$ cat src/hw/rtl/mie_pkg.sv
package mie_pkg;

  localparam int unsigned XLEN = 32;
  localparam int unsigned NREG = 32;
  localparam int unsigned RIDX = 5;
  localparam logic [XLEN-1:0] RESET_START = 32'h0040_0000;

  localparam logic [5:0] OP_SPECIAL = 6'h00;
  localparam logic [5:0] OP_J       = 6'h02;
  localparam logic [5:0] OP_JAL     = 6'h03;
  localparam logic [5:0] OP_BEQ     = 6'h04;
  localparam logic [5:0] OP_BNE     = 6'h05;
  localparam logic [5:0] OP_BLEZ    = 6'h06;
  localparam logic [5:0] OP_BGTZ    = 6'h07;
  localparam logic [5:0] OP_ADDI    = 6'h08;
  localparam logic [5:0] OP_LUI     = 6'h0F;

  localparam logic [5:0] FN_SLL  = 6'h00;
  localparam logic [5:0] FN_SRL  = 6'h02;
  localparam logic [5:0] FN_JR   = 6'h08;
  localparam logic [5:0] FN_MFHI = 6'h10;
  localparam logic [5:0] FN_MFLO = 6'h12;
  localparam logic [5:0] FN_MULT = 6'h18;
  localparam logic [5:0] FN_ADD  = 6'h20;
  localparam logic [5:0] FN_SUB  = 6'h22;
  localparam logic [5:0] FN_AND  = 6'h24;
  localparam logic [5:0] FN_OR   = 6'h25;
  localparam logic [5:0] FN_XOR  = 6'h26;
  localparam logic [5:0] FN_SLT  = 6'h2A;

  localparam logic [1:0] ST_DONE = 2'd0;
  localparam logic [1:0] ST_OVF  = 2'd1;
  localparam logic [1:0] ST_UNSUP = 2'd2;

  typedef struct packed {
    logic [1:0]      status;
    logic            gpr_we;
    logic            mul;
    logic [RIDX-1:0] dest;
    logic [XLEN-1:0] value;
    logic [XLEN-1:0] npc;
  } exe_res_t;

endpackage

$ cat src/hw/rtl/mie_alu.sv
module mie_alu (
  input  logic [31:0]            instr,
  input  logic [31:0]            a,
  input  logic [31:0]            b,
  input  logic [31:0]            hi,
  input  logic [31:0]            lo,
  input  logic [31:0]            pc,
  output mie_pkg::exe_res_t      res
);
  import mie_pkg::*;

  logic [5:0] op, fn;
  logic [4:0] rs, rt, rd, sa;
  logic [31:0] seq, imm, btgt, jtgt, sum, dif, addi;

  assign op = instr[31:26];
  assign rs = instr[25:21];
  assign rt = instr[20:16];
  assign rd = instr[15:11];
  assign sa = instr[10:6];
  assign fn = instr[5:0];
  assign seq  = pc + 32'd4;
  assign imm  = {{16{instr[15]}}, instr[15:0]};
  assign btgt = seq + {imm[29:0], 2'b00};
  assign jtgt = {seq[31:28], instr[25:0], 2'b00};
  assign sum  = a + b;
  assign dif  = a - b;
  assign addi = a + imm;

  always_comb begin
    res = '0;
    res.npc = seq;
    unique case (op)
      OP_SPECIAL: begin
        unique case (fn)
          FN_SLL: begin res.gpr_we = 1'b1; res.dest = rd; res.value = b << sa; end
          FN_SRL: begin
            if (rs[0]) res.status = ST_UNSUP;
            else begin res.gpr_we = 1'b1; res.dest = rd; res.value = b >> sa; end
          end
          FN_JR:   res.npc = a;
          FN_MFHI: begin res.gpr_we = 1'b1; res.dest = rd; res.value = hi; end
          FN_MFLO: begin res.gpr_we = 1'b1; res.dest = rd; res.value = lo; end
          FN_MULT: res.mul = 1'b1;
          FN_ADD: begin
            if ((a[31] ~^ b[31]) && (sum[31] != a[31])) res.status = ST_OVF;
            else begin res.gpr_we = 1'b1; res.dest = rd; res.value = sum; end
          end
          FN_SUB: begin
            if ((a[31] ^ b[31]) && (dif[31] != a[31])) res.status = ST_OVF;
            else begin res.gpr_we = 1'b1; res.dest = rd; res.value = dif; end
          end
          FN_AND: begin res.gpr_we = 1'b1; res.dest = rd; res.value = a & b; end
          FN_OR:  begin res.gpr_we = 1'b1; res.dest = rd; res.value = a | b; end
          FN_XOR: begin res.gpr_we = 1'b1; res.dest = rd; res.value = a ^ b; end
          FN_SLT: begin
            res.gpr_we = 1'b1; res.dest = rd;
            res.value = {31'd0, $signed(a) < $signed(b)};
          end
          default: res.status = ST_UNSUP;
        endcase
      end
      OP_J:   res.npc = jtgt;
      OP_JAL: begin
        res.gpr_we = 1'b1; res.dest = 5'd31; res.value = pc + 32'd8; res.npc = jtgt;
      end
      OP_BEQ:  if (a == b) res.npc = btgt;
      OP_BNE:  if (a != b) res.npc = btgt;
      OP_BLEZ: if (!($signed(a) > 0)) res.npc = btgt;
      OP_BGTZ: if ($signed(a) > 0) res.npc = btgt;
      OP_ADDI: begin
        if ((a[31] ~^ imm[31]) && (addi[31] != a[31])) res.status = ST_OVF;
        else begin res.gpr_we = 1'b1; res.dest = rt; res.value = addi; end
      end
      OP_LUI: begin res.gpr_we = 1'b1; res.dest = rt; res.value = {instr[15:0], 16'd0}; end
      default: res.status = ST_UNSUP;
    endcase
    if (res.gpr_we && (res.dest == '0)) begin
      res.gpr_we = 1'b0;
      res.value = '0;
    end
  end
endmodule

$ cat config.mk
export PLATFORM = sky130hd
export DESIGN_NAME = mie_alu
export DESIGN_NICKNAME = d
export VERILOG_FILES = /design/src/hw/rtl/mie_pkg.sv /design/src/hw/rtl/mie_alu.sv
export SDC_FILE = /design/constraint.sdc
export NUM_CORES = 1
export LEC_CHECK = 0
export BUFFER_PORTS_ARGS = -buffer_cell sky130_fd_sc_hd__buf_2
export CORE_MARGIN = 1.5
export CORE_UTILIZATION = 35
export DETAILED_ROUTE_END_ITERATION = 6
export PLACE_DENSITY_LB_ADDON = 0.05
export SYNTH_ARGS = -nofsm -noshare
export SYNTH_HDL_FRONTEND = slang
export SYNTH_SLANG_ARGS = --single-unit
export TNS_END_PERCENT = 30
$ cat constraint.sdc
create_clock -name vclk -period 11.8
set_input_delay 1.18 -clock vclk [all_inputs]
set_output_delay 1.18 -clock vclk [all_outputs]
set_load 0.02 [all_outputs]
# Word-level counts from Yosys, hierarchy flattened
# Cells that the tools add are included.
word_totals:
  regBits: 0
  latch_bits: 0
  mem_bits_rw: 0
  mem_bits_ro: 0
  input_bits: 192
  out_inout_bits: 73
  elab_cells: 80
  memories: 0
classes:
  n_addsub: 6
  multipliers: 0
  div: 0
  magnitude_cmp: 2
  eq_ne: 24
  shift: 2
  mux: 28
  bitwise: 6
  n_reduce_logical: 12
op_table:
  columns: ["cell", "n"]
  rows:
  - ["$pmux 37 s10", 1]
  - ["$mux 32", 6]
  - ["$pmux 32 s6", 1]
  - ["$mux 37", 4]
  - ["$pmux 37 s4", 1]
  - ["$add 32x32->32", 3]
  - ["$eq 6x6->1 const B", 6]
  - ["$add 32x3->32 const B", 1]
  - ["$add 32x4->32 const B", 1]
  - ["$and 32x32->32", 1]
  - ["$eq 32x32->1", 1]
  - ["$gt 32x1->1 const B", 1]
  - ["$lt 32x32->1", 1]
  - ["$ne 32x32->1", 1]
  - ["$or 32x32->32", 1]
  - ["$shl 32x5->32", 1]
  - ["$shr 32x5->32", 1]
  - ["$sub 32x32->32", 1]
  - ["$xor 32x32->32", 1]
  - ["$eq 6x3->1 const B", 4]
  - ["$eq 6x2->1 const B", 3]
  - ["$eq 6x4->1 const B", 3]
  - ["$eq 6x5->1 const B", 3]
  - ["$reduce_or 7->1", 2]
  - ["14 further kinds", 31]

# Depth between registers and ports, before layout
logic_depth:
  depth_word: 9
  mapped_depth: 17
  ltp_nobuf: 17

# Worst setup path before layout
# OpenSTA, ideal clock, no wires.
synth_timing:
  path_type: "input to output"
  startpoint: "input port pc[10]"
  endpoint: "output port res[30] in the netlist's numbering"
  t_arrival_ns: 5.039
  t_required_ns: 10.620
  slack_ns: 5.581
  path_stages: 16
  n_path_buf: 2
  cell_sequence: "clkbuf_1 > and4_1 > clkbuf_1 > nor4b_1 > nand2_1 > nor2_1 > nand2_1 > xnor2_1 > ha_1 > and3_1 > or4_1 > o21ai_0 > a21oi_1 > a21o_1 > o21a_1 > o311ai_1"
synth_lines:
  columns: ["element", "line", "source"]
  rows:
  - ["start: declaration", "mie_alu.sv:7", "input logic [31:0] pc,"]
  - ["end: declaration", "mie_alu.sv:8", "output mie_pkg::exe_res_t res"]

==> metrics.md <==
| Metric | Value |
|---|---|
| Status | `complete, no violations` |
| Fin crit share | `68.5%` |
| Crit Path Class | `in -> out` |
| Post-route ant nets | `0` |
| Pleak | `7.04 nW` |
| Drt initial violations | `1961` |
| Area of the multi-input gates | `0.0133 mm2` |
| Drt total wl | `80500 um` |
| Post-CTS Hold Buffers | `0` |
| First-pass GRT wire length | `116000 um` |
| Max rail drop VDD | `0.0000249 V` |
| Number of remaining DRC errors | `0` |
| Drt via density | `6.67` |
| # diodes | `0` |
| Slew margin rel. | `14.9%` |
| Power density over the cells | `44.8 mW/mm2` |
| Fmax | `124 MHz` |
| Dpl hpwl | `64700 um` |
| Max-Cap Viols | `0` |
| Beginning of the worst hold path | `instr[31]` |
| Cell row count | `73` |
| Setup TNS Final | `0 ns` |
| Die Y | `205 um` |
| WL/cell | `29.1 um` |
| Worst Path Arrival | `6.90 ns` |
| Nets | `2594` |
| Final Hold Viols | `0` |
| Initial antenna violation count | `1` |
| Seq cells | `0` |
| Die W | `205 um` |
| GRT Resource Usage Total | `37.0%` |
| WP data required | `10.62 ns` |
| Commonest non-fill, non-tap cell in the layout | `buf_2` |
| # setup viols final | `0` |
| Syn_nets | `2440` |
| Area leader, netlist | `ha_1` |
| Die area | `0.0419 mm2` |
| Ys Warns | `0` |
| Number of port buffers | `265` |
| Vias in the first global route | `17200` |
| Crit path launch type | `primary input` |
| Post-synth cell types | `76` |
| Register area share after synthesis | `0%` |
| Reg area | `0 um2` |
| Filler Cell Count | `4372` |
| Worst slew pin tran | `1.28 ns` |
| Worst min path class | `in -> out` |
| Clock buf count | `0` |
| Grt total ovfl | `0` |
| Max FO, Critical Path | `22` |
| Most frequent cells in the layout | `buf_2, nor2_1, nand2_1, ha_1, a21oi_1` |
| Largest cells by area after synthesis | `ha_1, mux4_2, nor2_1` |
| Top cell type's share of synthesized area | `13.9%` |
| Hold EP | `res[72]` |
| PostCTS Resize Cnt | `0` |
| Drt pass-1 iters | `7` |
| Hold path depth | `3` |
| CP startpoint | `a[26]` |
| Top Ports | `265` |
| Layout Utilization | `39.9%` |
| GP Congestion | `1.03` |
| Tmin final | `8.08 ns` |
| Core ar. | `0.0399 mm2` |
| Largest net degree at the start of global routing | `57` |
| Vias | `18400` |
| Cell Area, Synth | `0.0142 mm2` |
| Initial Utilization | `35.7%` |
| Layout cells sized above 1 | `16.9%` |
| Syn Area/Cell | `6.82 um2` |
| Post-Synthesis Cells | `2086` |
| Crit end category | `output pin` |
| Area growth syn-to-layout | `11.9%` |
| # Post-CTS Setup Buffers | `0` |
| Unrepaired setup endpoints after global routing | `no` |
| Pins Over Slew Limit | `0` |
## per-stage QoR
stage	instance area (um2)	std cells	hold slack (ns)	power, mW	setup WS (ns)
global placement	15900	2763	2.70	0.697	3.94
detailed placement	15900	2763	2.70	0.692	3.92
global route	15900	2763	2.73	0.764	3.48
finish	15900	2763	2.70	0.714	3.72
floorplan	14200	2086	2.55	0.446	5.58
CTS	15900	2763	2.70	0.696	3.91
## layer usage
layer  vias to the layer above  GRT usage, %  routed length, um
met5                         -             0                 22
met4                         4          12.0               2920
met3                       123          3.66               7240
met2                      1102          59.2              36200
met1                      8920          51.6              34100
li1                       8267             -                  -
## critical path, cell delays in order
cell      delay, ns
buf_2          0.27
inv_1          0.08
ha_1           0.49
inv_1          0.25
o31ai_1        0.16
a221o_1        0.42
a221oi_1       0.57
a21oi_1        0.28
o31ai_4        0.89
buf_4          0.41
a31oi_1        0.36
a221oi_4       0.74
buf_4          0.41
a22oi_1        0.13
buf_2          0.22
## worst max path at each step
| stage | to | slack [ns] | depth (start not counted) |
|---|---|---|---|
| final | res[34] | 3.72 | 15 |
| after global placement | res[34] | 3.94 | 15 |
| after floorplan | res[30] | 5.58 | 16 |
| after CTS | res[34] | 3.91 | 16 |
| after detailed placement | res[55] | 3.92 | 16 |
| after global routing | res[34] | 3.48 | 16 |
## cell families (layout without fill, tap and decap cells)
logic type                 Yosys count  in the layout  synth area share (%)
xor gates and xnor gates           115            115                  7.08
buffers and inverters              267            419                  7.20
and+or+nand+nor                    710            710                  23.7
adders and majority gates          162            162                  14.4
AOI/OAI and AO/OA                  724            724                  35.3
muxes                              108            108                  12.2
## synth_stat cells (19+ instances only)
| master | number |
|---|---|
| a211oi_1 | 30 |
| a21o_1 | 34 |
| a21oi_1 | 145 |
| a221oi_1 | 37 |
| a222oi_1 | 35 |
| a22oi_1 | 78 |
| and3_1 | 23 |
| clkbuf_1 | 111 |
| ha_1 | 158 |
| inv_1 | 126 |
| mux2i_1 | 50 |
| mux4_2 | 52 |
| nand2_1 | 187 |
| nand2b_1 | 26 |
| nand3_1 | 68 |
| nand4_1 | 21 |
| nor2_1 | 210 |
| nor3_1 | 60 |
| o211ai_1 | 24 |
| o21a_1 | 19 |
| o21ai_0 | 132 |
| o31ai_1 | 24 |
| xnor2_1 | 82 |
| xor2_1 | 33 |
## final cells by class
class              instances  share of cell area, %
multi-input cells       1819                   83.2
inverters                126                   2.97
repair buffers           293                   9.67
well taps                525                   4.12
## where the power goes
group | switching (mW) | internal, mW | total, mW
clock network | 0 | 0 | 0
logic | 0.458 | 0.256 | 0.714
registers | 0 | 0 | 0
total | 0.458 | 0.256 | 0.714
(Power assumes the default switching activity.)
